--- src/rtl/rc4_pkg.sv ---
// Shared types and constants of the RC4 stream cipher.
// Depends on nothing; imported by rc4_ctrl, rc4_stream_cipher, rc4_chk and the bench.
package rc4_pkg;

  localparam int MAX_KEY_BYTES = 256;
  localparam int KEY_AW = (MAX_KEY_BYTES > 1) ? $clog2(MAX_KEY_BYTES) : 1;
  localparam int KEY_CW = $clog2(MAX_KEY_BYTES + 1);

  localparam logic CMD_KEY  = 1'b0;
  localparam logic CMD_DATA = 1'b1;

  typedef enum logic [3:0] {
    S_CLEAR,
    S_IDLE,
    S_FILL,
    S_K_RD_I,
    S_K_RD_J,
    S_K_WR_I,
    S_K_WR_J,
    S_D_RD_I,
    S_D_RD_J,
    S_D_WR_I,
    S_D_WR_J
  } state_t;

  typedef struct packed {
    logic       we;
    logic [7:0] waddr;
    logic [7:0] wdata;
    logic       re;
    logic [7:0] raddr;
  } perm_port_t;

  typedef struct packed {
    logic              we;
    logic [KEY_AW-1:0] waddr;
    logic [7:0]        wdata;
    logic              re;
    logic [KEY_AW-1:0] raddr;
  } key_port_t;

endpackage

--- src/rtl/rc4_if.sv ---
// Valid/ready channel interfaces for requests into and results out of the cipher.
// Depends on nothing.
interface rc4_in_if;
  logic       valid;
  logic       ready;
  logic       command;
  logic [7:0] value;
  logic       last_key;

  modport source (output valid, command, value, last_key, input ready);
  modport sink (input valid, command, value, last_key, output ready);
endinterface

interface rc4_out_if;
  logic       valid;
  logic       ready;
  logic [7:0] out_byte;

  modport source (output valid, out_byte, input ready);
  modport sink (input valid, out_byte, output ready);
endinterface

--- src/rtl/rc4_ram.sv ---
// Generic simple dual-port RAM: one write port, one read port, registered read data.
// Depends on nothing; used for the permutation table and the key store.
module rc4_ram #(
  parameter int WIDTH = 8,
  parameter int DEPTH = 256,
  parameter int AW    = (DEPTH > 1) ? $clog2(DEPTH) : 1
) (
  input  logic             clk,
  input  logic             we,
  input  logic [AW-1:0]    waddr,
  input  logic [WIDTH-1:0] wdata,
  input  logic             re,
  input  logic [AW-1:0]    raddr,
  output logic [WIDTH-1:0] rdata
);

  logic [WIDTH-1:0] mem [DEPTH];

  always_ff @(posedge clk) begin
    if (we) begin
      mem[waddr] <= wdata;
    end
    if (re) begin
      rdata <= mem[raddr];
    end
  end

endmodule

--- src/rtl/rc4_ctrl.sv ---
// Sequencer of the RC4 cipher: table fill, key schedule and keystream steps.
// Depends on rc4_pkg and rc4_if; drives the ports of both RAMs.
module rc4_ctrl
  import rc4_pkg::*;
(
  input  logic                clk,
  input  logic                rst,
  rc4_in_if.sink              in,
  rc4_out_if.source           out,
  output perm_port_t          pport,
  input  logic [7:0]          prdata,
  output key_port_t           kport,
  input  logic [7:0]          krdata
);

  state_t            state;
  state_t            state_next;
  logic [7:0]        cnt;
  logic [7:0]        stream_i;
  logic [7:0]        stream_j;
  logic [7:0]        si;
  logic [7:0]        sj;
  logic [7:0]        data_val;
  logic [KEY_AW-1:0] kidx;
  logic [KEY_CW-1:0] key_count;
  logic              out_valid;
  logic              out_valid_next;
  logic [7:0]        out_byte;

  logic              in_acc;
  logic              key_room;
  logic              out_free;
  logic [7:0]        i_inc;
  logic [7:0]        j_data;
  logic [7:0]        acc_next;
  logic [7:0]        t_idx;
  logic [7:0]        ks;
  logic [KEY_CW-1:0] kidx_inc;

  assign in_acc   = in.valid && in.ready;
  assign key_room = key_count < KEY_CW'(MAX_KEY_BYTES);
  assign out_free = !out_valid || out.ready;
  assign i_inc    = stream_i + 8'd1;
  assign j_data   = stream_j + prdata;
  assign acc_next = stream_j + prdata + krdata;
  assign t_idx    = si + sj;
  assign kidx_inc = KEY_CW'(kidx) + KEY_CW'(1);

  // load the result when the last step may finish, drop it once taken
  assign out_valid_next = ((state == S_D_WR_J) && out_free) || (out_valid && !out.ready);

  // Swap writes land after the read of S[t]; take the swapped values instead.
  always_comb begin
    if (t_idx == stream_j) begin
      ks = si;
    end else if (t_idx == stream_i) begin
      ks = sj;
    end else begin
      ks = prdata;
    end
  end

  always_comb begin
    state_next = state;
    unique case (state)
      S_CLEAR: if (cnt == 8'hFF) state_next = S_IDLE;
      S_IDLE: begin
        if (in_acc) begin
          if (in.command == CMD_DATA) begin
            state_next = S_D_RD_I;
          end else if (in.last_key) begin
            state_next = S_FILL;
          end
        end
      end
      S_FILL:   if (cnt == 8'hFF) state_next = S_K_RD_I;
      S_K_RD_I: state_next = S_K_RD_J;
      S_K_RD_J: state_next = S_K_WR_I;
      S_K_WR_I: state_next = S_K_WR_J;
      S_K_WR_J: state_next = (cnt == 8'hFF) ? S_IDLE : S_K_RD_I;
      S_D_RD_I: state_next = S_D_RD_J;
      S_D_RD_J: state_next = S_D_WR_I;
      S_D_WR_I: state_next = S_D_WR_J;
      S_D_WR_J: if (out_free) state_next = S_IDLE;
      default:  state_next = S_CLEAR;
    endcase
  end

  always_comb begin
    pport    = '0;
    kport    = '0;
    in.ready = 1'b0;
    unique case (state)
      S_CLEAR, S_FILL: begin
        pport.we    = 1'b1;
        pport.waddr = cnt;
        pport.wdata = cnt;
      end
      S_IDLE: begin
        in.ready    = 1'b1;
        kport.we    = in.valid && (in.command == CMD_KEY) && key_room;
        kport.waddr = key_count[KEY_AW-1:0];
        kport.wdata = in.value;
      end
      S_K_RD_I: begin
        pport.re    = 1'b1;
        pport.raddr = cnt;
        kport.re    = 1'b1;
        kport.raddr = kidx;
      end
      S_K_RD_J: begin
        pport.re    = 1'b1;
        pport.raddr = acc_next;
      end
      S_K_WR_I: begin
        pport.we    = 1'b1;
        pport.waddr = cnt;
        pport.wdata = prdata;
      end
      S_K_WR_J: begin
        pport.we    = 1'b1;
        pport.waddr = stream_j;
        pport.wdata = si;
      end
      S_D_RD_I: begin
        pport.re    = 1'b1;
        pport.raddr = i_inc;
      end
      S_D_RD_J: begin
        pport.re    = 1'b1;
        pport.raddr = j_data;
      end
      S_D_WR_I: begin
        pport.we    = 1'b1;
        pport.waddr = stream_i;
        pport.wdata = prdata;
        pport.re    = 1'b1;
        pport.raddr = si + prdata;
      end
      S_D_WR_J: begin
        pport.we    = 1'b1;
        pport.waddr = stream_j;
        pport.wdata = si;
      end
      default: begin
        pport = '0;
      end
    endcase
  end

  assign out.valid    = out_valid;
  assign out.out_byte = out_byte;

  always_ff @(posedge clk) begin
    if (rst) begin
      state     <= S_CLEAR;
      cnt       <= '0;
      stream_i  <= '0;
      stream_j  <= '0;
      key_count <= '0;
      out_valid <= 1'b0;
    end else begin
      state     <= state_next;
      out_valid <= out_valid_next;
      case (state)
        S_CLEAR, S_FILL: cnt <= cnt + 8'd1;
        S_IDLE: begin
          if (in_acc) begin
            data_val <= in.value;
            if (in.command == CMD_KEY) begin
              if (key_room) begin
                key_count <= key_count + KEY_CW'(1);
              end
              if (in.last_key) begin
                cnt      <= '0;
                stream_j <= '0;
                kidx     <= '0;
              end
            end
          end
        end
        S_K_RD_J: begin
          si       <= prdata;
          stream_j <= acc_next;
        end
        S_K_WR_J: begin
          cnt  <= cnt + 8'd1;
          kidx <= (kidx_inc == key_count) ? '0 : kidx_inc[KEY_AW-1:0];
          if (cnt == 8'hFF) begin
            stream_i  <= '0;
            stream_j  <= '0;
            key_count <= '0;
          end
        end
        S_D_RD_I: stream_i <= i_inc;
        S_D_RD_J: begin
          si       <= prdata;
          stream_j <= j_data;
        end
        S_D_WR_I: sj <= prdata;
        S_D_WR_J: begin
          // repeat the second swap write and hold the fetched byte until the result slot frees
          if (out_free) begin
            out_byte <= data_val ^ ks;
          end
        end
        default: begin
        end
      endcase
    end
  end

endmodule

--- src/rtl/rc4_stream_cipher.sv ---
// RC4 stream cipher: request and result channels, sequencer and the two RAMs.
// Depends on rc4_pkg, rc4_if, rc4_ram and rc4_ctrl.
//
// Usage: requests arrive on "in" (command, value, last_key) with valid/ready.
// A key request (command 0) stores one key byte on acceptance; bytes past
// the key store size are dropped. A key request with last_key set refills the
// permutation table with the identity and runs the key schedule (256 steps,
// each reading S[i] and the key byte, then S[j], then writing S[i] and S[j]),
// and ready stays low until both are done. The key schedule gives no result.
// A data request (command 1) runs 4 steps after acceptance: two reads, the
// swap writes into the single-write-port permutation RAM and the keystream
// fetch; the result (value XOR keystream byte) is loaded into the output
// register on "out" at the end of the last step. The next request can be
// taken in the cycle after that; no request is taken during those steps.
// After reset the table is filled with the identity in a clearing pass;
// ready is low until it ends. If the receiver stalls, the result holds on
// "out"; the next request is still taken, and it waits in its last step
// until the output register frees.
module rc4_stream_cipher
  import rc4_pkg::*;
(
  input  logic      clk,
  input  logic      rst,
  rc4_in_if.sink    in,
  rc4_out_if.source out
);

  perm_port_t pport;
  key_port_t  kport;
  logic [7:0] prdata;
  logic [7:0] krdata;

  rc4_ctrl u_ctrl (
    .clk    (clk),
    .rst    (rst),
    .in     (in),
    .out    (out),
    .pport  (pport),
    .prdata (prdata),
    .kport  (kport),
    .krdata (krdata)
  );

  rc4_ram #(.WIDTH(8), .DEPTH(256)) u_perm_ram (
    .clk   (clk),
    .we    (pport.we),
    .waddr (pport.waddr),
    .wdata (pport.wdata),
    .re    (pport.re),
    .raddr (pport.raddr),
    .rdata (prdata)
  );

  rc4_ram #(.WIDTH(8), .DEPTH(MAX_KEY_BYTES)) u_key_ram (
    .clk   (clk),
    .we    (kport.we),
    .waddr (kport.waddr),
    .wdata (kport.wdata),
    .re    (kport.re),
    .raddr (kport.raddr),
    .rdata (krdata)
  );

endmodule

--- src/flat_wrapper.sv ---
// flat-port wrapper written by rule: the top's interface ports become plain ports
module rc4_stream_cipher_flat import rc4_pkg::*;
  (clk, rst, in_valid, in_command, in_value, in_last_key, in_ready, out_valid, out_out_byte, out_ready);
  rc4_in_if in_i ();
  rc4_out_if out_i ();
  input  logic clk;
  input  logic rst;
  input wire logic [$bits(in_i.valid)-1:0] in_valid;
  input wire logic [$bits(in_i.command)-1:0] in_command;
  input wire logic [$bits(in_i.value)-1:0] in_value;
  input wire logic [$bits(in_i.last_key)-1:0] in_last_key;
  output wire logic [$bits(in_i.ready)-1:0] in_ready;
  output wire logic [$bits(out_i.valid)-1:0] out_valid;
  output wire logic [$bits(out_i.out_byte)-1:0] out_out_byte;
  input wire logic [$bits(out_i.ready)-1:0] out_ready;
  assign in_i.valid = in_valid;
  assign in_i.command = in_command;
  assign in_i.value = in_value;
  assign in_i.last_key = in_last_key;
  assign in_ready = in_i.ready;
  assign out_valid = out_i.valid;
  assign out_out_byte = out_i.out_byte;
  assign out_i.ready = out_ready;
  rc4_stream_cipher u_core (.clk(clk), .rst(rst), .in(in_i), .out(out_i));
endmodule
--- config.mk ---
export PLATFORM = sky130hd
export DESIGN_NAME = rc4_stream_cipher_flat
export DESIGN_NICKNAME = d
export VERILOG_FILES = /design/src/rtl/rc4_pkg.sv /design/src/rtl/rc4_if.sv /design/src/rtl/rc4_ram.sv /design/src/rtl/rc4_ctrl.sv /design/src/rtl/rc4_stream_cipher.sv /design/src/flat_wrapper.sv
export SDC_FILE = /design/constraint.sdc
export NUM_CORES = 2
export LEC_CHECK = 0
export BUFFER_PORTS_ARGS = -buffer_cell sky130_fd_sc_hd__buf_2
export CORE_MARGIN = 2
export CORE_UTILIZATION = 40
export DETAILED_ROUTE_END_ITERATION = 7
export PLACE_DENSITY = 0.55
export SLEW_MARGIN = 25
export SYNTH_ARGS = -nofsm -noshare
export SYNTH_HDL_FRONTEND = slang
export SYNTH_SLANG_ARGS = --single-unit
--- constraint.sdc ---
create_clock -name clk -period 5.29 [get_ports clk]
set_input_delay 0.7935 -clock clk [delete_from_list [all_inputs] [get_ports clk]]
set_output_delay 0.7935 -clock clk [all_outputs]
set_load 0.1 [all_outputs]
==> results by group <==
Place
  • Area post-placement: 181600 um^2
  • GP Congestion: 0.9611
  • Inst Count DP: 16666
  • PortBufs: 23
  • DP Wirelength: 308400 um

Drt
  • Vias: 99430
  • Wire per inst: 28.20 um
  • First drt pass iteration count: 6
  • Detail Route Antenna Nets: 0
  • Initial drt markers: 11880
  • DRC: 0
  • DRT Wirelength: 492500 um
  • Detailed-route vias per instance: between 5 and 6

Final layout
  • Top flop regs: u_core.u_key_ram.mem x2048, u_core.u_perm_ram.mem x2048, u_core.u_ctrl.key_count x9
  • Finished Layout Cells: 17466
  • Seq. cell area: 125400 um^2
  • Syn-to-layout area delta: 16.02%
  • Footprint of the multi-input gates: slightly above 40000 um^2
  • Final #Nets: 11519
  • # fillers: 36028
  • Design area: 195800 um^2
  • Core Util, Final: 0.4659
  • Layout cells sized above 1: 0.1972

Synthesis
  • Synth cell types: 93
  • Top-count cell post-synth: edfxtp_1
  • Average cell area after synthesis: 15.65 um^2
  • Syn Inst Count: roughly 11000
  • Area leader, netlist: edfxtp_1
  • Mapped cell area: 168700 um^2
  • Post-synth EDFFs: between 4000 and 5000
  • Predominant post-synthesis flop cell: edfxtp_1
  • Largest cells by area after synthesis: edfxtp_1, mux4_2, nand2_1, mux2i_1, nand3_1
  • Register area share after synthesis: 0.7434
  • Post-synth net total: roughly 11000
  • Commonest cells post-synth: edfxtp_1, nand2_1, nor2_1
  • Seq cells post-synth: roughly 4200
  • YS warnings: 0
  • Async SR Flop Fraction: 0
  • Synth top area share: 0.7389

Setup path
  • Reg2reg start: u_core.u_perm_ram.rdata[0]
  • CP Max Fanout: 30
  • R2R depth: 17
  • Worst setup SP type: register
  • Reg-to-reg slack, setup: 0.04 ns
  • Critical path class: register to register
  • Worst reg2reg endpoint: u_core.u_perm_ram.rdata[1]
  • CP arrival: 6.00 ns
  • Critical Path Sink Type: register
  • CP required: between 6 and 7 ns

Clocking
  • CTS tree: built
  • Depth of the CTS H-tree: 5
  • Inserted Clock Buffers: 421
  • Worst-Skew Late Latency: 1.01 ns
  • Reg clk slew, reported paths: 0.07 ns
  • Root Buffer: clkbuf_16
  • Clock Sink Count: 4190
  • CTS max path bufs: 4

GRT
  • All-layer global routing usage: 0.2253
  • First-pass GRT wire length: slightly above 700000 um
  • Vias in the first global route: 97631
  • Pin count of the biggest net entering global routing: 185
  • Initial antenna violation count: 11
  • Grt ovf: 0

Hold path
  • Worst hold start: in_last_key
  • Hold Crit Class: input pin to register
  • Hold path endpoint: u_core.u_ctrl.state[0]
  • Hold depth: 4

Timing
  • Max_slew headroom: 0.2799
  • Crit path time final: 5.249 ns
  • Tcrit/Tclk final: 0.9923
  • Final setup violation count: 0
  • Worst slew pin tran: 1.080 ns
  • Max-slew violations: 0
  • F_max: roughly 190 MHz
  • RSZ-0062 raised after global routing: true
  • Setup TNS: 0 ns
  • Max Clock Skew: 0.04586 ns
  • Fin. Hold Viols: 0

Power
  • Leak: around 69 nW
  • Pwr Total: 0.06661 W
  • Max VDD drop: around 300 uV
  • PwrDens: roughly 340 nW/um^2

Die
  • Die X: 653.5 um
  • Initial Util: 0.4016
  • Die Footprint: 427000 um^2
  • Num rows: 238
  • Die Y: roughly 650 um
  • Core Area: 420200 um^2
  • Ports: 24

Outcome
  • Status: complete, no violations

Run
  • Max Cap Violations: 0
critical path, stage by stage, from the launching register on:
cell and delay [ns]:
edfxtp_1 0.41, ha_1 0.25, fa_1 0.43, buf_4 0.16, xor2_1 0.16, ha_1 0.33
nand2b_1 0.13, a32o_1 0.35, nor3_4 0.23, buf_12 0.22, buf_12 0.28, buf_12 0.22
nand2_1 0.08, a32o_1 0.25, a211oi_1 0.38, a211o_1 0.29, o211ai_1 0.20, o41ai_4 0.53
routing by layer:
| layer | track usage | vias up | part of all wire |
|---|---|---|---|
| met4 | 0.08325 | 2 | 0.042 |
| met3 | 0.02898 | 877 | 0.068 |
| met1 | 0.3048 | 51233 | 0.41 |
| li1 | - | 43120 | - |
| met2 | 0.3732 | 4198 | 0.48 |
| met5 | 0 | - | 0.000032 |
report_power, final:
part           switching (W)  total [W]  internal (W)
Clock                 0.0127     0.0299        0.0172
Sequential         0.0000101     0.0362        0.0361
Combinational       0.000413   0.000534      0.000121
Total                 0.0132     0.0666        0.0535
timing repair:
| action | in CTS | in global routing |
|---|---|---|
| hold buffers | 8 | 0 |
| pin swaps | 1 | 5 |
| cloned | 0 | 2 |
| gates resized for setup | 13 | 21 |
| endpoints found under the hold margin | 8 | 0 |
| buffers inserted | 0 | 9 |
| setup endpoints to repair | 6 | 8 |
cells in the final DEF, fill, tap and decap left out, types with 42 or more instances in the layout:
cell type,count
edfxtp_1,4152
nand3_1,617
mux2_2,262
nand4_1,93
a32oi_1,51
clkbuf_1,76
a31oi_1,53
nand2_1,1692
mux2i_1,390
o21ai_0,260
bufinv_16,44
a21oi_1,151
clkinv_2,74
buf_4,827
clkbuf_16,435
mux4_2,388
clkinv_1,95
and3_1,111
xnor2_1,42
nor2_1,705
o22ai_1,271
buf_12,119
nor3_1,81
a311oi_1,47
a211oi_1,52
kinds of logic after synthesis:
logic type | share of synthesized area
DFF | 0.7434
and+or+nand+nor | 0.08985
AOI/OAI and AO/OA | 0.04792
muxes | 0.09253
buffers and inverters | 0.01950
xor gates and xnor gates | 0.003923
adders and majority gates | 0.002847
how the worst max path moves through the flow:
stage	endpoint	start	slack, ns	depth (start not counted)
2_1_floorplan	u_core.u_perm_ram.mem[0][0]	u_core.u_ctrl.state[3]	-0.49	8
3_3_place_gp	u_core.u_perm_ram.rdata[1]	u_core.u_perm_ram.rdata[0]	-0.43	19
3_5_place_dp	u_core.u_perm_ram.rdata[1]	u_core.u_perm_ram.rdata[0]	-0.49	17
4_1_cts	u_core.u_perm_ram.rdata[1]	u_core.u_perm_ram.rdata[0]	-0.006	16
5_1_grt	u_core.u_perm_ram.rdata[2]	u_core.u_perm_ram.rdata[0]	-0.08	21
6_report	u_core.u_perm_ram.rdata[1]	u_core.u_perm_ram.rdata[0]	0.04	17
stage by stage:
| step | setup slack (ns) | hold WS (ns) |
|---|---|---|
| after global routing | -0.08404 | 0.1738 |
| final | 0.04051 | 0.1617 |
| after detailed placement | -0.4851 | 0.5475 |
| after CTS | -0.006469 | 0.08162 |
| after global placement | -0.4259 | 0.5450 |
| after floorplan | -0.4869 | 0.4775 |
cell type report:
class / count / area share
flip-flops and latches: 4190 / 0.6408
well taps: 5640 / 0.03605
multi-input cells: 5859 / 0.2069
clock buffers: 516 / 0.05730
diodes: 8 / 0.0001023
clock inverters: 256 / 0.01299
inverters: 13 / 0.0002493
repair buffers: 984 / 0.04567
No activity file was read; power rests on OpenSTA's default activity.
